`src/design/pgsc_pkg.sv`:
```
// pgsc_pkg: shared types and constants for the paddle gear shift controller.
// Used by pgsc_step and paddle_gear_shift_controller; no dependencies.
package pgsc_pkg;

  localparam int unsigned GearW  = 3;
  localparam int unsigned HoldW  = 16;
  localparam int unsigned PulseW = 7;
  localparam int unsigned DivW   = 8;
  localparam int unsigned CfgAddrW = 2;
  localparam int unsigned CfgDataW = 16;

  localparam logic [CfgAddrW-1:0] CFG_NEUTRAL_HOLD = 2'd0;
  localparam logic [CfgAddrW-1:0] CFG_POLL_INTERVAL = 2'd1;
  localparam logic [CfgAddrW-1:0] CFG_START_GEAR = 2'd2;

  localparam logic [HoldW-1:0]  NEUTRAL_HOLD_RST  = 16'd1000;
  localparam logic [DivW-1:0]   POLL_INTERVAL_RST = 8'd10;
  localparam logic [GearW-1:0]  START_GEAR_RST    = 3'd1;
  localparam logic [PulseW-1:0] NEUTRAL_PULSE     = 7'd50;
  localparam logic [PulseW-1:0] PULSE_BASE        = 7'd45;
  localparam logic [PulseW-1:0] PULSE_STEP        = 7'd5;

  typedef enum logic [1:0] {
    KIND_NONE    = 2'd0,
    KIND_UP      = 2'd1,
    KIND_DOWN    = 2'd2,
    KIND_NEUTRAL = 2'd3
  } pulse_kind_t;

  typedef struct packed {
    logic [GearW-1:0]  gear;
    logic              lock;
    logic [HoldW-1:0]  hold;
    logic [PulseW-1:0] left;
    pulse_kind_t       kind;
    logic [DivW-1:0]   div;
  } ctl_state_t;

  typedef struct packed {
    logic             up_solenoid;
    logic             down_solenoid;
    logic [GearW-1:0] gear;
    logic             shift_event;
    logic             shift_was_up;
  } result_t;

endpackage

```
`src/design/pgsc_step.sv`:
```
// pgsc_step: next-state and result logic for one 1 ms tick.
// Depends on pgsc_pkg.
module pgsc_step #(
  parameter int unsigned TOP_GEAR = 6
) (
  input  pgsc_pkg::ctl_state_t              cur,
  input  logic                              up_button,
  input  logic                              down_button,
  input  logic [pgsc_pkg::HoldW-1:0]        neutral_hold_ms,
  input  logic [pgsc_pkg::DivW-1:0]         poll_interval,
  output pgsc_pkg::ctl_state_t              nxt,
  output pgsc_pkg::result_t                 res
);

  localparam logic [pgsc_pkg::GearW-1:0] TopGearL = pgsc_pkg::GearW'(TOP_GEAR);
  localparam logic [pgsc_pkg::GearW-1:0] LowGear  = 3'd1;

  logic [pgsc_pkg::DivW-1:0]   interval;
  logic [pgsc_pkg::DivW-1:0]   div_inc;
  logic [pgsc_pkg::PulseW-1:0] left_dec;
  logic [pgsc_pkg::PulseW-1:0] shift_len;
  logic [pgsc_pkg::HoldW:0]    hold_sum;
  logic [pgsc_pkg::HoldW-1:0]  hold_sat;
  logic                        started;

  always_comb begin
    interval  = (poll_interval == '0) ? pgsc_pkg::DivW'(1) : poll_interval;
    div_inc   = cur.div + pgsc_pkg::DivW'(1);
    left_dec  = (cur.left != '0) ? cur.left - pgsc_pkg::PulseW'(1) : cur.left;
    shift_len = pgsc_pkg::PULSE_BASE
              + pgsc_pkg::PULSE_STEP * pgsc_pkg::PulseW'(cur.gear);
    hold_sum  = {1'b0, cur.hold} + (pgsc_pkg::HoldW+1)'(interval);
    hold_sat  = hold_sum[pgsc_pkg::HoldW] ? '1 : hold_sum[pgsc_pkg::HoldW-1:0];
    started   = 1'b0;

    nxt = cur;
    res = '0;

    if (cur.kind != pgsc_pkg::KIND_NONE) begin
      if (cur.kind == pgsc_pkg::KIND_DOWN) begin
        res.down_solenoid = 1'b1;
      end else begin
        res.up_solenoid = 1'b1;
      end
      nxt.left = left_dec;
      if (left_dec == '0) begin
        unique case (cur.kind)
          pgsc_pkg::KIND_UP: begin
            if (cur.gear < TopGearL) nxt.gear = cur.gear + 3'd1;
            res.shift_event  = 1'b1;
            res.shift_was_up = 1'b1;
          end
          pgsc_pkg::KIND_DOWN: begin
            if (cur.gear > LowGear) nxt.gear = cur.gear - 3'd1;
            res.shift_event = 1'b1;
          end
          default: begin
          end
        endcase
        nxt.kind = pgsc_pkg::KIND_NONE;
      end
      nxt.div = '0;
    end else begin
      nxt.div = div_inc;
      if (div_inc >= interval) begin
        nxt.div = '0;
        if (up_button && !cur.lock && cur.gear < TopGearL) begin
          nxt.lock = 1'b1;
          nxt.kind = pgsc_pkg::KIND_UP;
          nxt.left = shift_len;
          started  = 1'b1;
        end else if (down_button && !cur.lock && cur.gear > LowGear) begin
          nxt.lock = 1'b1;
          nxt.kind = pgsc_pkg::KIND_DOWN;
          nxt.left = shift_len;
          started  = 1'b1;
        end
        if (!up_button && !down_button) nxt.lock = 1'b0;
        if (!started && cur.gear == LowGear && up_button && down_button) begin
          nxt.hold = hold_sat;
          if (hold_sat >= neutral_hold_ms) begin
            nxt.kind = pgsc_pkg::KIND_NEUTRAL;
            nxt.left = pgsc_pkg::NEUTRAL_PULSE;
            nxt.hold = '0;
          end
        end else begin
          nxt.hold = '0;
        end
      end
    end

    res.gear = nxt.gear;
  end

endmodule

```
`src/design/paddle_gear_shift_controller.sv`:
```
// paddle_gear_shift_controller: top level, state and config registers, output word register.
// Depends on pgsc_pkg and pgsc_step.
//
//   channel | dir | handshake          | payload
//   in_     | in  | in_tvalid/tready   | in_tdata[7:0]  up_button, down_button
//   out_    | out | out_tvalid/tready  | out_tdata[7:0] solenoids, gear, event, dir
//   cfg_    | in  | cfg_we             | cfg_addr[1:0], cfg_wdata[15:0]
//
// One word per cycle while the output is not stalled; each input word yields its result
// word in the next cycle. The tick logic is a single combinational pass from the state
// registers to the output register. in_tready is high when the output register is empty or
// being drained, so a stalled output holds off input. Synchronous reset, active low:
// config registers return to defaults, gear loads the default start gear.
module paddle_gear_shift_controller #(
  parameter int unsigned TOP_GEAR = 6
) (
  input  logic                            clk,
  input  logic                            rst_n,
  input  logic                            in_tvalid,
  output logic                            in_tready,
  input  logic [7:0]                      in_tdata,   // [0] up_button, [1] down_button
  output logic                            out_tvalid,
  input  logic                            out_tready,
  output logic [7:0]                      out_tdata,  // [0] up_solenoid, [1] down_solenoid,
                                                      // [4:2] gear, [5] shift_event,
                                                      // [6] shift_was_up
  input  logic                            cfg_we,
  input  logic [pgsc_pkg::CfgAddrW-1:0]   cfg_addr,
  input  logic [pgsc_pkg::CfgDataW-1:0]   cfg_wdata
);

  localparam logic [pgsc_pkg::GearW-1:0] TopGearL = pgsc_pkg::GearW'(TOP_GEAR);

  logic [pgsc_pkg::HoldW-1:0] neutral_hold_r;
  logic [pgsc_pkg::DivW-1:0]  poll_interval_r;
  pgsc_pkg::ctl_state_t       st_r;
  pgsc_pkg::ctl_state_t       st_nxt;
  pgsc_pkg::ctl_state_t       step_st;
  pgsc_pkg::result_t          res_nxt;
  pgsc_pkg::result_t          res_r;
  logic                       out_valid_r;
  logic                       in_acc;
  logic [pgsc_pkg::GearW-1:0] cfg_gear;

  function automatic logic [pgsc_pkg::GearW-1:0] clamp_gear(
    input logic [pgsc_pkg::GearW-1:0] g
  );
    logic [pgsc_pkg::GearW-1:0] r;
    r = g;
    if (g == '0) r = 3'd1;
    else if (g > TopGearL) r = TopGearL;
    return r;
  endfunction

  assign in_tready = !out_valid_r || out_tready;
  assign in_acc    = in_tvalid && in_tready;
  assign cfg_gear  = clamp_gear(cfg_wdata[pgsc_pkg::GearW-1:0]);

  pgsc_step #(
    .TOP_GEAR(TOP_GEAR)
  ) u_step (
    .cur             (st_r),
    .up_button       (in_tdata[0]),
    .down_button     (in_tdata[1]),
    .neutral_hold_ms (neutral_hold_r),
    .poll_interval   (poll_interval_r),
    .nxt             (step_st),
    .res             (res_nxt)
  );

  // start gear write overrides the tick's gear
  always_comb begin
    st_nxt = in_acc ? step_st : st_r;
    if (cfg_we && cfg_addr == pgsc_pkg::CFG_START_GEAR) st_nxt.gear = cfg_gear;
  end

  always_ff @(posedge clk) begin
    if (!rst_n) begin
      neutral_hold_r  <= pgsc_pkg::NEUTRAL_HOLD_RST;
      poll_interval_r <= pgsc_pkg::POLL_INTERVAL_RST;
      st_r.gear       <= pgsc_pkg::START_GEAR_RST;
      st_r.lock       <= 1'b0;
      st_r.hold       <= '0;
      st_r.left       <= '0;
      st_r.kind       <= pgsc_pkg::KIND_NONE;
      st_r.div        <= '0;
      out_valid_r     <= 1'b0;
    end else begin
      st_r <= st_nxt;
      if (cfg_we) begin
        unique case (cfg_addr)
          pgsc_pkg::CFG_NEUTRAL_HOLD:  neutral_hold_r  <= cfg_wdata;
          pgsc_pkg::CFG_POLL_INTERVAL: poll_interval_r <= cfg_wdata[pgsc_pkg::DivW-1:0];
          default: begin
          end
        endcase
      end
      if (in_acc) begin
        out_valid_r <= 1'b1;
      end else if (out_tready) begin
        out_valid_r <= 1'b0;
      end
    end
  end

  always_ff @(posedge clk) begin
    if (in_acc) begin
      res_r <= res_nxt;
    end
  end

  assign out_tvalid = out_valid_r;
  assign out_tdata  = {1'b0, res_r.shift_was_up, res_r.shift_event, res_r.gear,
                       res_r.down_solenoid, res_r.up_solenoid};

`ifndef SYNTHESIS
  a_gear_range: assert property (@(posedge clk) disable iff (!rst_n)
    st_r.gear != '0 && st_r.gear <= TopGearL)
    else $error("gear out of range");

  a_div_idle_in_pulse: assert property (@(posedge clk) disable iff (!rst_n)
    st_r.kind != pgsc_pkg::KIND_NONE |-> st_r.div == '0)
    else $error("poll divider running during pulse");

  a_pulse_has_len: assert property (@(posedge clk) disable iff (!rst_n)
    st_r.kind != pgsc_pkg::KIND_NONE |-> st_r.left != '0)
    else $error("active pulse with zero length");

  a_one_solenoid: assert property (@(posedge clk) disable iff (!rst_n)
    out_valid_r |-> !(res_r.up_solenoid && res_r.down_solenoid))
    else $error("both solenoids driven");

  a_event_on_drive: assert property (@(posedge clk) disable iff (!rst_n)
    out_valid_r && res_r.shift_event |-> res_r.up_solenoid || res_r.down_solenoid)
    else $error("shift event without solenoid drive");
`endif

endmodule

```
`config.mk`:
```
export PLATFORM = sky130hd
export DESIGN_NAME = paddle_gear_shift_controller
export DESIGN_NICKNAME = d
export VERILOG_FILES = /design/src/design/pgsc_pkg.sv /design/src/design/pgsc_step.sv /design/src/design/paddle_gear_shift_controller.sv
export SDC_FILE = /design/constraint.sdc
export NUM_CORES = 1
export LEC_CHECK = 0
export BUFFER_PORTS_ARGS = -buffer_cell sky130_fd_sc_hd__buf_4
export CAP_MARGIN = 40
export CELL_PAD_IN_SITES_DETAIL_PLACEMENT = 1
export CELL_PAD_IN_SITES_GLOBAL_PLACEMENT = 2
export CORE_UTILIZATION = 35
export DETAILED_ROUTE_END_ITERATION = 12
export PLACE_DENSITY = 0.8
export SKIP_CTS_REPAIR_TIMING = 1
export SYNTH_ARGS = -nofsm -noshare
export SYNTH_HDL_FRONTEND = slang
export SYNTH_HIERARCHICAL = 1
export SYNTH_SLANG_ARGS = --single-unit
```
`constraint.sdc`:
```
create_clock -name clk -period 8.1 [get_ports clk]
set_input_delay 1.215 -clock clk [delete_from_list [all_inputs] [get_ports clk]]
set_output_delay 1.215 -clock clk [all_outputs]
set_load 0.02 [all_outputs]
```
Yosys cells after proc, flatten, opt, wreduce, memory -nomap -nowiden --
Cells that the tools add are included.
Cells by class: add/sub/neg operators 6, $mul 1, div/mod/pow operators 0, $lt $le $gt $ge 5, eq/ne operators 6, shifts and indexed selects 0, multiplexer cells 36, bitwise logic cells 1, reductions and logical operators 34
Operators by type and width (count):
- two-way mux 9 bit | 5
- two-way mux 37 bit | 1
- two-way mux 17 bit | 2
- two-way mux 34 bit | 1
- two-way mux 16 bit | 2
- two-way mux 25 bit | 1
- two-way mux 3 bit | 7
- adder 16 x 8 -> 17 bit | 1
- greater-or-equal comparator 16 bit | 1
- two-way mux 1 bit | 13
- logical AND 1 bit | 10
- adder 8 x 1 -> 8 bit, second input constant | 1
- greater-or-equal comparator 8 bit | 1
- logical NOT 8 bit | 1
- two-way mux 8 bit | 1
- AND reduction 2 bit | 4
- nonzero test 2 bit | 4
- adder 6 x 6 -> 7 bit, first input constant | 1
- logical NOT 7 bit | 1
- two-way mux 7 bit | 1
- nonzero test 7 bit | 1
- subtractor 7 x 1 -> 7 bit, second input constant | 1
- multiplier 3 x 3 -> 6 bit, first input constant | 1
- case mux 3 bit (2 select lines) | 1
- other kinds (19) | 26
Word-level totals: bits in registers 69, bits in latches 0, memory bits (writable) 0, memory bits (read-only) 0, input bits 31, output and inout bits 10, memories 0

Logic depth before layout (Yosys ltp) --
depth in word-level cells 16, mapped depth 22, mapped depth without buffers 19

Cells and area by module --
The synthesis kept the hierarchy.
By module, submodules not included:
- pgsc_step | instances 1, cells an instance 387, area an instance 2746.4 um^2, seq. area each 0.0 um^2
- paddle_gear_shift_controller | instances 1, cells an instance 278, area an instance 2586.2 um^2, seq. area each 1451.4 um^2

Worst setup path after synthesis --
Ideal clock, no wire load.
kind register to register, start point register poll_interval_r[2] (netlist bit), end point register st_r[24] (netlist bit), setup time 0.122 ns, arrival 4.150 ns, required time 7.978 ns, setup slack 3.827 ns, cell stages (with the launch flop) 22, buffers on the path 2, clock period less this slack 4.273 ns, path through dfxtp_1 -> inv_1 -> a41o_1 -> ha_1 -> fa_1 -> maj3_4 -> a221oi_4 -> a21o_1 -> buf_6 -> or2_1 -> buf_6 -> nand3_1 -> o21a_1 -> ha_1 -> nand4_1 -> nor2_1 -> o2111ai_1 -> o211ai_1 -> nor3_1 -> a22o_1 -> nand2_1 -> a21boi_0
On the way: cells in the longest elaborated chain, start to end 7, elaborated cells on any way between the ends 9, those cells by class add/sub (1); order compare (2); mux (4); reduce/logical (2)
Ends and longest elaborated chain:
- start, declared | RTL line paddle_gear_shift_controller.sv:35 | logic [pgsc_pkg::DivW-1:0] poll_interval_r;
- start signal, assigned | RTL line paddle_gear_shift_controller.sv:80 | poll_interval_r <= pgsc_pkg::POLL_INTERVAL_RST;
- start signal, assigned | RTL line paddle_gear_shift_controller.sv:93 | pgsc_pkg::CFG_POLL_INTERVAL: poll_interval_r <= cfg_wdata[pgsc_pkg::DivW-1:0];
- logical NOT 8 bit | RTL line pgsc_step.sv:27 | interval = (poll_interval == '0) ? pgsc_pkg::DivW'(1) : poll_interval;
- two-way mux 8 bit (*) | RTL line pgsc_step.sv:27
- adder 16 x 8 -> 17 bit | RTL line pgsc_step.sv:32 | hold_sum = {1'b0, cur.hold} + (pgsc_pkg::HoldW+1)'(interval);
- two-way mux 16 bit | RTL line pgsc_step.sv:33 | hold_sat = hold_sum[pgsc_pkg::HoldW] ? '1 : hold_sum[pgsc_pkg::HoldW-1:0];
- greater-or-equal comparator 16 bit | RTL line pgsc_step.sv:81 | if (hold_sat >= neutral_hold_ms) begin
- two-way mux 25 bit | RTL line pgsc_step.sv:81
- two-way mux 16 bit | RTL line pgsc_step.sv:79 | if (!started && cur.gear == LowGear && up_button && down_button) begin
- end signal, assigned | RTL line paddle_gear_shift_controller.sv:89 | st_r <= st_nxt;
- end, declared | RTL line paddle_gear_shift_controller.sv:36 | pgsc_pkg::ctl_state_t st_r;
Every way passes the cells marked *; elsewhere a longest branch is shown, timed or not. A chain may end at the register's enable or synchronous reset.

Worst setup path after layout --
Ends and elaborated chain as after synthesis.

==> impl_metrics.yaml <==
drt:
  wl_per_cell_um: 16.8
  drc: 2
  drt_iter0_drc: 155
  viasPerCell: 5.47
  dr.pass1.iters: 10
  vias: 4717
  ant_nets: 0
  totalWireLength_mm: 14.5
placement:
  gp_congestion: 0.795
  io_buffers: 33
  place_ws_ns: 2.81
  hpwl_mm: 10.6
grt:
  grt_usage: 0.198
  grt_max_degree: 63
  overflow: 0
  first_global_vias: 4987
  antenna_found_initial: 0
  grt_pass1_wl_mm: 24.7
synth:
  synthesis.nets: 745
  synth_top_area_share: 0.233
  syn_area_um2: 5330
  async_flop_share: 0
  synth_top_flop_cell: "dfxtp_1"
  ys_ff_latch: 69
  ys_warn_count: 6
  netlist_top_cells_area: "dfxtp_1, ha_1, nand2_1, a21boi_0, edfxtp_1"
  ys_top_cells_by_count: "nand2_1, dfxtp_1, ha_1"
  syn_inst: 665
  synth_cell_types: 78
  synth_edf_count: 7
  synth_most_common_cell: "nand2_1"
  ys_seq_area_frac: 0.272
  yosys.area.top_type: "dfxtp_1"
  avgSynthCellArea_um2: 8.02
clock_network:
  clk_pin_slew_ns: 0.06
  root_buffer: "clkbuf_16"
  numCtsBuffers: 9
  cts_sinks: 69
  cts_tree: "done"
  htree_num_levels: 3
  clk_path_buf_depth: 2
  insertion_delay_ns: 0.35
timing:
  fin_ws_ns: 2.77
  setup_tns_ns: 0
  fin_skew_ns: 0.00793
  setup_viol: 0
  maxSlewHeadroom: 0.374
  fmax_mhz: 188
  rsz0062_at_grt: "no"
  hold_viol_final: 0
  worstMarginPinSlew_ns: 0.935
  report.final.slew_viol_count: 0
  period_minus_slack_ns: 5.33
  period_share: 0.657
floorplanning:
  dieArea_um2: 15700
  die_width_um: 125
  rows: 44
  die_h_um: 125
  ios: 41
  core_um2: 14700
  start_util: 0.363
power:
  vdd_drop_max_v: 0.0000896
  p_per_area_nw_per_um2: 150
  p_leak_nw: 2.51
min_path:
  hold_class: "reg2reg"
final_layout:
  areaGrowthSynthToFinish_pct: 10.6
  num_antenna_cells: 0
  layout-drive-gt1-share: 0.106
  layout.nets: 753
critical_path:
  crit_path_end_kind: "register"
  start_kind: "register"
  cp.required_ns: 8.33
  critPathMaxFanout: 10
  path_class: "reg2reg"
  critPathArrivalTime_ns: 5.56
job:
  drv_cap: 0
status:
  status: "finished, violations left"
  violations: "design-rule violations"
-- worst paths after layout --
path	endpoint	slack, ns	cells after the start	startpoint
hold / removal	neutral_hold_r[12]	0.46	2	neutral_hold_r[12]
setup reg to reg	st_r[24]	2.77	19	poll_interval_r[2]
hold reg to reg	neutral_hold_r[12]	0.46	2	neutral_hold_r[12]
setup / recovery	st_r[24]	2.77	19	poll_interval_r[2]
-- metrics by stage --
stage / instance area, um^2 / std cells / hold slack [ns] / util / total power, mW
after global placement: 5580 / 845 / 0.446 / 0.380 / 0.473
after global routing: 5900 / 862 / 0.486 / 0.401 / 0.923
after detailed placement: 5600 / 846 / 0.463 / 0.381 / 0.480
final: 5900 / 862 / 0.465 / 0.401 / 0.883
after CTS: 5900 / 862 / 0.472 / 0.401 / 0.897
after floorplan: 5330 / 665 / 0.435 / - / 0.443
-- state kept, by name, indices dropped and copies added (netlist names) --
| register | count |
|---|---|
| out_tdata | 7 |
| poll_interval_r | 8 |
| neutral_hold_r | 16 |
| out_tvalid | 1 |
| st_r | 37 |
-- layer usage --
layer	up-vias	wire length, um	global-route usage
met5	-	0	0
met4	0	400	0.0933
met3	26	319	0.0278
met2	58	7150	0.353
met1	2286	6640	0.233
li1	2347	-	-
-- power by group --
group,switching [mW],leakage [nW],internal [mW]
registers,0.00833,0.571,0.354
clock network,0.171,0.140,0.241
logic,0.0651,1.80,0.0443
-- critical path, stage by stage, from the launching register on --
cell and delay [ns]:
dfxtp_1 0.44, inv_1 0.15, a41o_1 0.26, ha_1 0.23
fa_1 0.43, maj3_4 0.38, a221oi_4 0.34, a21o_1 0.36
or2_1 0.37, nand3_1 0.12, o21a_1 0.15, ha_1 0.32
nand4_1 0.11, nor2_1 0.13, o2111ai_1 0.15, o211ai_1 0.77
nor3_1 0.14, a22o_1 0.23, nand2_1 0.05, a21boi_0 0.08
-- kinds of logic (layout without fill, tap and decap cells) --
logic type | count (synthesis) | after routing | synth area share
other cells | 1 | 1 | 0.000703
compound gates | 156 | 156 | 0.225
buf+inv | 85 | 98 | 0.0781
flops | 69 | 69 | 0.272
mux | 18 | 18 | 0.0347
xor+xnor | 21 | 21 | 0.0345
simple gates | 264 | 264 | 0.234
fa+ha+maj | 51 | 51 | 0.121
-- area by class of cell --
| cell class | count | area, um^2 |
|---|---|---|
| Tap cell | 184 | 230 |
| Fill cell | 1782 | 8800 |
| Clock inverter | 6 | 68.8 |
| Inverter | 46 | 173 |
| Timing Repair Buffer | 36 | 283 |
| Multi-Input combinational cell | 511 | 3460 |
| Clock buffer | 10 | 229 |
| Sequential cell | 69 | 1450 |
-- placed cells by master, fill, tap and decap left out, types with 5 or more instances in the layout --
cell / instances
a211oi_1: 7
xnor2_1: 13
a31oi_1: 8
ha_1: 48
a21boi_1: 11
xor2_1: 8
a21boi_0: 35
mux2i_1: 14
nand3_1: 16
o21ai_0: 10
buf_4: 35
inv_1: 45
a21o_1: 7
dfxtp_1: 62
a21oi_1: 14
nor2b_1: 11
edfxtp_1: 7
clkbuf_16: 9
nor3_1: 16
nor2_1: 32
o31ai_1: 6
o21a_1: 7
o22a_1: 5
nand2_1: 138
o211ai_1: 8
nand2b_1: 6
and3_1: 15
Power figures use the tool's default switching activity.
